`config.mk`:
```
export PLATFORM = sky130hd
export DESIGN_NAME = stable_priority_queue_top_flat
export DESIGN_NICKNAME = d
export VERILOG_FILES = /design/src/rtl/core/spq_pkg.sv /design/src/rtl/core/spq_if.sv /design/src/rtl/core/spq_ram.sv /design/src/rtl/core/spq_seq.sv /design/src/rtl/core/stable_priority_queue_top.sv /design/src/flat_wrapper.sv
export SDC_FILE = /design/constraint.sdc
export NUM_CORES = 1
export LEC_CHECK = 0
export BUFFER_PORTS_ARGS = -buffer_cell sky130_fd_sc_hd__buf_2
export CORE_MARGIN = 1.5
export CORE_UTILIZATION = 53
export DETAILED_ROUTE_END_ITERATION = 16
export PLACE_DENSITY = 0.78
export REMOVE_ABC_BUFFERS = 1
export SYNTH_ARGS = -nofsm -noshare
export SYNTH_HDL_FRONTEND = slang
export SYNTH_SLANG_ARGS = --single-unit
```
`constraint.sdc`:
```
create_clock -name clk -period 7.94 [get_ports clk]
set_input_delay 0.794 -clock clk [delete_from_list [all_inputs] [get_ports clk]]
set_output_delay 0.794 -clock clk [all_outputs]
set_load 0.05 [all_outputs]
```
`src/rtl/core/spq_pkg.sv`:
```
package spq_pkg;

	localparam int DEPTH_DEFAULT = 16;

	localparam int VALUE_W  = 32;
	localparam int PRIO_W   = 16;
	localparam int STATUS_W = 2;
	localparam int OCC_W    = 5;

	// Codes of the action field.
	localparam logic ACT_INSERT = 1'b0;
	localparam logic ACT_REMOVE = 1'b1;

	// Codes of the status field.
	localparam logic [STATUS_W-1:0] ST_INSERTED = 2'd0;
	localparam logic [STATUS_W-1:0] ST_REMOVED  = 2'd1;
	localparam logic [STATUS_W-1:0] ST_EMPTY    = 2'd2;
	localparam logic [STATUS_W-1:0] ST_FULL     = 2'd3;

	// One stored entry, as it sits in the memory.
	typedef struct packed {
		logic signed [PRIO_W-1:0]  prio;
		logic signed [VALUE_W-1:0] value;
	} entry_t;

	localparam int ENTRY_W = $bits(entry_t);

	// Finished result handed from the sequencer to the output register.
	typedef struct packed {
		logic [STATUS_W-1:0]       status;
		logic signed [VALUE_W-1:0] value;
		logic signed [PRIO_W-1:0]  prio;
		logic [OCC_W-1:0]          occupancy;
	} res_t;

endpackage

```
`src/rtl/core/spq_if.sv`:
```
interface spq_cmd_if;
	logic                                valid;
	logic                                ready;
	logic                                action;
	logic signed [spq_pkg::VALUE_W-1:0]  value_in;
	logic signed [spq_pkg::PRIO_W-1:0]   priority_in;

	modport source (output valid, action, value_in, priority_in, input ready);
	modport sink   (input valid, action, value_in, priority_in, output ready);
endinterface

interface spq_rsp_if;
	logic                                valid;
	logic                                ready;
	logic [spq_pkg::STATUS_W-1:0]        status;
	logic signed [spq_pkg::VALUE_W-1:0]  value_out;
	logic signed [spq_pkg::PRIO_W-1:0]   priority_out;
	logic [spq_pkg::OCC_W-1:0]           occupancy;

	modport source (output valid, status, value_out, priority_out, occupancy, input ready);
	modport sink   (input valid, status, value_out, priority_out, occupancy, output ready);
endinterface

```
`src/rtl/core/spq_ram.sv`:
```
module spq_ram #(
	parameter int WIDTH = spq_pkg::ENTRY_W,
	parameter int DEPTH = spq_pkg::DEPTH_DEFAULT
) (
	input  logic                     clk,
	input  logic                     we,
	input  logic [$clog2(DEPTH)-1:0] waddr,
	input  logic [WIDTH-1:0]         wdata,
	input  logic [$clog2(DEPTH)-1:0] raddr,
	output logic [WIDTH-1:0]         rdata
);

	logic [WIDTH-1:0] mem [DEPTH];

	always_ff @(posedge clk) begin
		if (we) begin
			mem[waddr] <= wdata;
		end
		rdata <= mem[raddr];
	end

endmodule

```
`src/rtl/core/spq_seq.sv`:
```
module spq_seq #(
	parameter int DEPTH = spq_pkg::DEPTH_DEFAULT
) (
	input  logic                      clk,
	input  logic                      arst_n,
	spq_cmd_if.sink                   cmd,
	output logic                      res_valid,
	output spq_pkg::res_t             res,
	input  logic                      res_take,
	output logic                      ram_we,
	output logic [$clog2(DEPTH)-1:0]  ram_waddr,
	output spq_pkg::entry_t           ram_wdata,
	output logic [$clog2(DEPTH)-1:0]  ram_raddr,
	input  spq_pkg::entry_t           ram_rdata
);

	localparam int AW = $clog2(DEPTH);
	localparam int CW = $clog2(DEPTH + 1);

	localparam logic [2:0] S_IDLE   = 3'd0;
	localparam logic [2:0] S_RD_REM = 3'd1;
	localparam logic [2:0] S_WALK   = 3'd2;
	localparam logic [2:0] S_PLACE  = 3'd3;
	localparam logic [2:0] S_EMIT   = 3'd4;

	logic [2:0]                          state_q;
	logic [AW-1:0]                       head_q;
	logic [CW-1:0]                       count_q;
	logic [AW-1:0]                       idx_q;
	logic signed [spq_pkg::VALUE_W-1:0]  val_q;
	logic signed [spq_pkg::PRIO_W-1:0]   pri_q;
	spq_pkg::res_t                       res_q;

	logic accept;
	logic walk_move;

	// Physical slot of a position counted from the front of the circular store.
	function automatic logic [AW-1:0] phys(input logic [AW-1:0] base,
		input logic [CW-1:0] lidx);
		logic [CW:0] sum;
		sum = {{(CW + 1 - AW){1'b0}}, base} + {1'b0, lidx};
		if (sum >= (CW + 1)'(DEPTH)) begin
			sum = sum - (CW + 1)'(DEPTH);
		end
		return sum[AW-1:0];
	endfunction

	assign cmd.ready = (state_q == S_IDLE);
	assign accept    = cmd.valid && cmd.ready;
	assign res_valid = (state_q == S_EMIT);
	assign res       = res_q;

	// The entry just read is less urgent than the new one and moves back by one.
	assign walk_move = ram_rdata.prio > pri_q;

	always_comb begin
		ram_we    = 1'b0;
		ram_waddr = head_q;
		ram_wdata = ram_rdata;
		ram_raddr = head_q;
		case (state_q)
			S_IDLE: begin
				if (accept && cmd.action == spq_pkg::ACT_INSERT) begin
					if (count_q == '0) begin
						ram_we          = 1'b1;
						ram_waddr       = head_q;
						ram_wdata.prio  = cmd.priority_in;
						ram_wdata.value = cmd.value_in;
					end else begin
						ram_raddr = phys(head_q, count_q - CW'(1));
					end
				end
			end
			S_WALK: begin
				ram_we    = 1'b1;
				ram_waddr = phys(head_q, CW'(idx_q) + CW'(1));
				if (walk_move) begin
					ram_wdata = ram_rdata;
					ram_raddr = phys(head_q, CW'(idx_q) - CW'(1));
				end else begin
					ram_wdata.prio  = pri_q;
					ram_wdata.value = val_q;
				end
			end
			S_PLACE: begin
				ram_we          = 1'b1;
				ram_waddr       = head_q;
				ram_wdata.prio  = pri_q;
				ram_wdata.value = val_q;
			end
			default: begin
			end
		endcase
	end

	always_ff @(posedge clk or negedge arst_n) begin
		if (!arst_n) begin
			state_q <= S_IDLE;
			head_q  <= '0;
			count_q <= '0;
		end else begin
			case (state_q)
				S_IDLE: begin
					if (accept) begin
						if (cmd.action == spq_pkg::ACT_REMOVE) begin
							state_q <= (count_q == '0) ? S_EMIT : S_RD_REM;
						end else if (count_q == CW'(DEPTH)) begin
							state_q <= S_EMIT;
						end else if (count_q == '0) begin
							count_q <= count_q + CW'(1);
							state_q <= S_EMIT;
						end else begin
							state_q <= S_WALK;
						end
					end
				end
				S_RD_REM: begin
					head_q  <= (head_q == AW'(DEPTH - 1)) ? '0 : head_q + AW'(1);
					count_q <= count_q - CW'(1);
					state_q <= S_EMIT;
				end
				S_WALK: begin
					if (!walk_move) begin
						count_q <= count_q + CW'(1);
						state_q <= S_EMIT;
					end else if (idx_q == '0) begin
						state_q <= S_PLACE;
					end
				end
				S_PLACE: begin
					count_q <= count_q + CW'(1);
					state_q <= S_EMIT;
				end
				S_EMIT: begin
					if (res_take) begin
						state_q <= S_IDLE;
					end
				end
				default: begin
					state_q <= S_IDLE;
				end
			endcase
		end
	end

	// Item fields, walk index and result payload need no reset.
	always_ff @(posedge clk) begin
		case (state_q)
			S_IDLE: begin
				if (accept) begin
					val_q <= cmd.value_in;
					pri_q <= cmd.priority_in;
					idx_q <= AW'(count_q - CW'(1));
					if (cmd.action == spq_pkg::ACT_REMOVE) begin
						res_q.status    <= spq_pkg::ST_EMPTY;
						res_q.value     <= '0;
						res_q.prio      <= '0;
						res_q.occupancy <= spq_pkg::OCC_W'(count_q);
					end else begin
						res_q.value <= cmd.value_in;
						res_q.prio  <= cmd.priority_in;
						if (count_q == CW'(DEPTH)) begin
							res_q.status    <= spq_pkg::ST_FULL;
							res_q.occupancy <= spq_pkg::OCC_W'(count_q);
						end else begin
							res_q.status    <= spq_pkg::ST_INSERTED;
							res_q.occupancy <= spq_pkg::OCC_W'(count_q + CW'(1));
						end
					end
				end
			end
			S_RD_REM: begin
				res_q.status    <= spq_pkg::ST_REMOVED;
				res_q.value     <= ram_rdata.value;
				res_q.prio      <= ram_rdata.prio;
				res_q.occupancy <= spq_pkg::OCC_W'(count_q - CW'(1));
			end
			S_WALK: begin
				if (walk_move) begin
					idx_q <= idx_q - AW'(1);
				end
			end
			default: begin
			end
		endcase
	end

endmodule

```
`src/rtl/core/stable_priority_queue_top.sv`:
```
// Stable priority queue kept in sorted order; a lower priority number is more
// urgent, and entries of equal priority leave in the order they arrived.
// A transfer on the cmd channel carries an action: an insert with value_in and
// priority_in, or a remove of the front entry. Each command gives exactly one
// transfer on the rsp channel with a status (inserted, removed, empty, full),
// the value and priority of the removed entry or the echoed insert, and the
// occupancy after the command.
// The entries sit in one synchronous memory used as a circular buffer with a
// head pointer. A remove reads the head slot and advances the head. An insert
// walks from the back toward the front, one memory read and one write per
// cycle, moving every less urgent entry back by one slot. An insert into an
// empty or full store, and a remove from an empty one, go straight to the
// result without a memory read. In every case the result shows up on rsp in
// the same cycle that the next command can be taken.
// One command is worked on at a time, and the next is taken once the previous
// result has moved into the rsp output register.
// Reset clears the occupancy and head pointer; memory contents are left as is.
// When the receiver stalls rsp, the held result stays put and one further
// command may be finished and wait behind it before cmd stops taking more.
module stable_priority_queue_top #(
	parameter int DEPTH = spq_pkg::DEPTH_DEFAULT
) (
	input  logic       clk,
	input  logic       arst_n,
	spq_cmd_if.sink    cmd,
	spq_rsp_if.source  rsp
);

	localparam int AW = $clog2(DEPTH);

	logic               res_valid;
	logic               res_take;
	spq_pkg::res_t      res;
	logic               ram_we;
	logic [AW-1:0]      ram_waddr;
	logic [AW-1:0]      ram_raddr;
	spq_pkg::entry_t    ram_wdata;
	spq_pkg::entry_t    ram_rdata;
	logic               out_valid_q;
	spq_pkg::res_t      out_q;

	spq_seq #(
		.DEPTH (DEPTH)
	) u_seq (
		.clk       (clk),
		.arst_n    (arst_n),
		.cmd       (cmd),
		.res_valid (res_valid),
		.res       (res),
		.res_take  (res_take),
		.ram_we    (ram_we),
		.ram_waddr (ram_waddr),
		.ram_wdata (ram_wdata),
		.ram_raddr (ram_raddr),
		.ram_rdata (ram_rdata)
	);

	spq_ram #(
		.WIDTH (spq_pkg::ENTRY_W),
		.DEPTH (DEPTH)
	) u_ram (
		.clk   (clk),
		.we    (ram_we),
		.waddr (ram_waddr),
		.wdata (ram_wdata),
		.raddr (ram_raddr),
		.rdata (ram_rdata)
	);

	// The output register takes a new result whenever it is empty or its
	// current contents are being transferred in this cycle.
	assign res_take = res_valid && (!out_valid_q || rsp.ready);

	always_ff @(posedge clk or negedge arst_n) begin
		if (!arst_n) begin
			out_valid_q <= 1'b0;
		end else if (res_take) begin
			out_valid_q <= 1'b1;
		end else if (rsp.ready) begin
			out_valid_q <= 1'b0;
		end
	end

	always_ff @(posedge clk) begin
		if (res_take) begin
			out_q <= res;
		end
	end

	assign rsp.valid        = out_valid_q;
	assign rsp.status       = out_q.status;
	assign rsp.value_out    = out_q.value;
	assign rsp.priority_out = out_q.prio;
	assign rsp.occupancy    = out_q.occupancy;

endmodule
```
`src/flat_wrapper.sv`:
```
// flat-port wrapper written by rule: the top's interface ports become plain ports
module stable_priority_queue_top_flat 
#(
	parameter int DEPTH = spq_pkg::DEPTH_DEFAULT
)
  (clk, arst_n, cmd_valid, cmd_action, cmd_value_in, cmd_priority_in, cmd_ready, rsp_valid, rsp_status, rsp_value_out, rsp_priority_out, rsp_occupancy, rsp_ready);
  spq_cmd_if cmd_i ();
  spq_rsp_if rsp_i ();
  input  logic clk;
  input  logic arst_n;
  input wire logic [$bits(cmd_i.valid)-1:0] cmd_valid;
  input wire logic [$bits(cmd_i.action)-1:0] cmd_action;
  input wire logic [$bits(cmd_i.value_in)-1:0] cmd_value_in;
  input wire logic [$bits(cmd_i.priority_in)-1:0] cmd_priority_in;
  output wire logic [$bits(cmd_i.ready)-1:0] cmd_ready;
  output wire logic [$bits(rsp_i.valid)-1:0] rsp_valid;
  output wire logic [$bits(rsp_i.status)-1:0] rsp_status;
  output wire logic [$bits(rsp_i.value_out)-1:0] rsp_value_out;
  output wire logic [$bits(rsp_i.priority_out)-1:0] rsp_priority_out;
  output wire logic [$bits(rsp_i.occupancy)-1:0] rsp_occupancy;
  input wire logic [$bits(rsp_i.ready)-1:0] rsp_ready;
  assign cmd_i.valid = cmd_valid;
  assign cmd_i.action = cmd_action;
  assign cmd_i.value_in = cmd_value_in;
  assign cmd_i.priority_in = cmd_priority_in;
  assign cmd_ready = cmd_i.ready;
  assign rsp_valid = rsp_i.valid;
  assign rsp_status = rsp_i.status;
  assign rsp_value_out = rsp_i.value_out;
  assign rsp_priority_out = rsp_i.priority_out;
  assign rsp_occupancy = rsp_i.occupancy;
  assign rsp_i.ready = rsp_ready;
  stable_priority_queue_top #(.DEPTH(DEPTH)) u_core (.clk(clk), .arst_n(arst_n), .cmd(cmd_i), .rsp(rsp_i));
endmodule
```
==> impl_metrics.py <==
metrics = {
    "sta": {
        "clock_skew_ns": 0.0183,
        "hold_viol": 0,
        "worst_slew_pin_slew_ns": 1.22,
        "grt_setup_unrepaired": "false",
        "slew_viol_final": 0,
        "fin_hold_ws_ns": 0.0414,
        "fmax_mhz": 183,
        "finalCriticalPeriod_ns": 5.46,
        "min_period_over_period_pct": 68.8,
        "maxSlewHeadroom_pct": 18.6,
        "layout_setup_ws_ns": 2.48,
        "setup_viol": 0,
    },
    "global_route": {
        "antenna_found_initial": 2,
        "grt.total_usage_pct": 23.4,
        "grt_max_degree": 129,
        "grt_pass1_wl_mm": 127,
        "grt_pass1_vias": 20095,
        "grt_overflow": 0,
    },
    "die": {
        "boundaryPins": 110,
        "initial_core_util_pct": 53.9,
        "dieHeight_um": 273,
        "row_count": 98,
        "dieArea_um2": 74700,
        "core_um2": 71900,
        "die_w_um": 273,
    },
    "critical_path": {
        "cp-start-kind": "register",
        "ff2ff_setup_slack_ns": 2.48,
        "criticalPathCategory": "register to register",
        "max_stage_delay_ns": 0.87,
        "critical_path_required_ns": 8.44,
        "cp_top_family": "buffers and inverters",
        "cp_max_fo": 43,
        "cp_cell_sequence": "inv_1 > ha_1 > inv_1 > o21ai_0 > a22oi_1 > a311oi_2 > nor4_1 > and4b_4 > buf_4 > buf_4 > mux4_2 > mux2i_1 > mux2i_1",
        "rr_worst_depth": 13,
        "path_buf_inv": 4,
        "cp-end-kind": "register",
        "crit_slowest_cell": "and4b_4",
        "r2r_start": "u_core.u_seq.pri_q[7]",
        "arrival_ns": 5.96,
        "r2r-end": "u_core.u_ram.rdata[8]",
    },
    "pwr": {
        "p_per_area_nw_per_um2": 468,
        "total_power_uw": 20400,
        "ir_drop_mv": 0.747,
        "power.leakage_uw": 0.0147,
    },
    "final_layout": {
        "mostFrequentLayoutCells": "edfxtp_1 (930), mux2i_1 (194), mux4_2 (144)",
        "final_common_cell": "edfxtp_1",
        "drive_gt1_share_pct": 20.7,
        "finalNetCount": 2253,
        "fin_area_um2": 43500,
        "syn_to_final_growth_pct": 12.3,
    },
    "synthesis": {
        "postSynthCellCount": 2040,
        "synth-async-reset-ratio_pct": 1.31,
        "synth_area_per_cell_um2": 19.0,
        "yosysTopAreaCell": "edfxtp_1",
        "ys.flop_type": "edfxtp_1",
        "yosysSeqAreaShare_pct": 75.4,
        "yosysTopAreaCellShare_pct": 72.1,
        "synth_cell_type_count": 57,
        "syn_area_um2": 38700,
        "yosys_warnings": 0,
        "ys_ff_latch": 991,
        "synth_area_leaders": "edfxtp_1 (72%), mux4_2 (8.4%), mux2i_1 (5.0%)",
        "synth_edf_count": 930,
    },
    "placement": {
        "place_congestion": 0.866,
        "dp_slack_ns": 2.44,
        "hpwl_mm": 42.3,
        "numPortBuffers": 109,
        "place_area_um2": 40300,
    },
    "clocking": {
        "clk_pin_slew_ns": 0.06,
        "clock_path_buffers": 3,
        "cts_buffers": 94,
        "cts_setup_buffers": 0,
        "clock-root-buffer": "clkbuf_16",
        "cts_hold_buf": 0,
        "post_cts_resized": 0,
        "cts_tree": "built",
        "cts.sinks": 991,
        "insertion_delay_ns": 0.65,
        "htree_levels": 3,
    },
    "detailed_routing": {
        "finalWirelength_mm": 87.0,
        "dr.pass1.iters": 6,
        "via_count": 19868,
        "ant_nets": 0,
        "drt-initial-drc-count": 2759,
        "viasPerCell": 6.21,
        "drc": 0,
        "wl_per_cell_um": 27.2,
    },
    "min_path": {
        "hold_path.class": "primary input to async pin",
    },
    "status": {
        "status": "finished clean",
    },
    "flow_run": {
        "maxCapViolCount": 0,
    },
}
kinds of logic after synthesis:
family	synth area share [%]
AOI/OAI and AO/OA	3.76
xor gates and xnor gates	0.452
adders and majority gates	1.09
buffers and inverters	2.43
DFF	75.4
muxes	13.5
and+or+nand+nor	3.34
worst max-delay path by stage:
stage,start,to,slack [ns],cells past startpoint
3_5_place_dp,cmd_action,u_core.u_ram.rdata[19],2.44,12
5_1_grt,u_core.u_seq.pri_q[7],u_core.u_ram.rdata[22],2.06,13
3_3_place_gp,cmd_action,u_core.u_ram.rdata[22],2.52,12
6_report,u_core.u_seq.pri_q[7],u_core.u_ram.rdata[8],2.48,13
4_1_cts,u_core.u_seq.pri_q[1],u_core.u_ram.rdata[8],2.42,13
2_1_floorplan,u_core.u_seq.pri_q[14],u_core.u_ram.rdata[0],-2.29,11
stage by stage:
step	instances	setup TNS (ns)	util (%)
after floorplan	1928	-109.93	-
after global placement	3022	0	56.1
after detailed placement	3022	0	56.1
after CTS	3198	0	60.5
after global routing	3199	0	60.5
final	3200	0	60.5
cell usage after synthesis, types with 19 or more instances:
cell type	instances
a22oi_1	49
clkbuf_1	55
o21ai_0	19
mux2i_1	194
nor2_1	38
a21oi_1	24
edfxtp_1	930
buf_2	27
a222oi_1	48
ha_1	29
nand2_1	119
nand3b_1	50
dfxtp_1	48
mux4_2	144
inv_1	80
o21ai_1	50
cell type report:
| type | instances | area [um^2] |
|---|---|---|
| flip-flops and latches | 991 | 29200 |
| clock buffers | 130 | 2630 |
| diodes | 2 | 5.00 |
| multi-input cells | 856 | 8750 |
| fillers | 5009 | 28400 |
| well taps | 950 | 1190 |
| repair buffers | 144 | 858 |
| clock inverters | 46 | 519 |
| inverters | 81 | 304 |
per-layer routing:
layer	global-route usage, %	part of all wire [%]
met5	0	0
met4	8.08	2.9
met3	4.39	9.4
met2	38.3	49
met1	31.6	39
worst register-to-register path: stages (launching register included):
cell and delay (ns):
edfxtp_1 0.38, inv_1 0.09, ha_1 0.33, inv_1 0.05, o21ai_0 0.32, a22oi_1 0.19, a311oi_2 0.42, nor4_1 0.11
and4b_4 0.87, buf_4 0.81, buf_4 0.80, mux4_2 0.66, mux2i_1 0.18, mux2i_1 0.11
where the power goes:
part / switching (uW) / leakage (uW) / internal [uW] / total, uW
Combinational: 4900 / 0.00412 / 3180 / 8070
Clock: 1890 / 0.00153 / 2620 / 4510
Sequential: 313 / 0.00903 / 7460 / 7780
Total: 7100 / 0.0147 / 13300 / 20400
sequential cells by signal, indices dropped and copies added, names as in the netlist:
name	count
u_core.u_seq.head_q	4
u_core.u_ram.rdata	48
u_core.rsp.priority_out	16
u_core.u_seq.val_q	32
u_core.u_seq.idx_q	4
u_core.u_seq.pri_q	16
u_core.u_seq.state_q	3
u_core.u_ram.mem	768
u_core.rsp.status	2
u_core.rsp.valid	1
u_core.u_seq.res	55
u_core.rsp.occupancy	5
u_core.u_seq.count_q	5
u_core.rsp.value_out	32
Note: power is estimated with default switching activity, not from simulation.
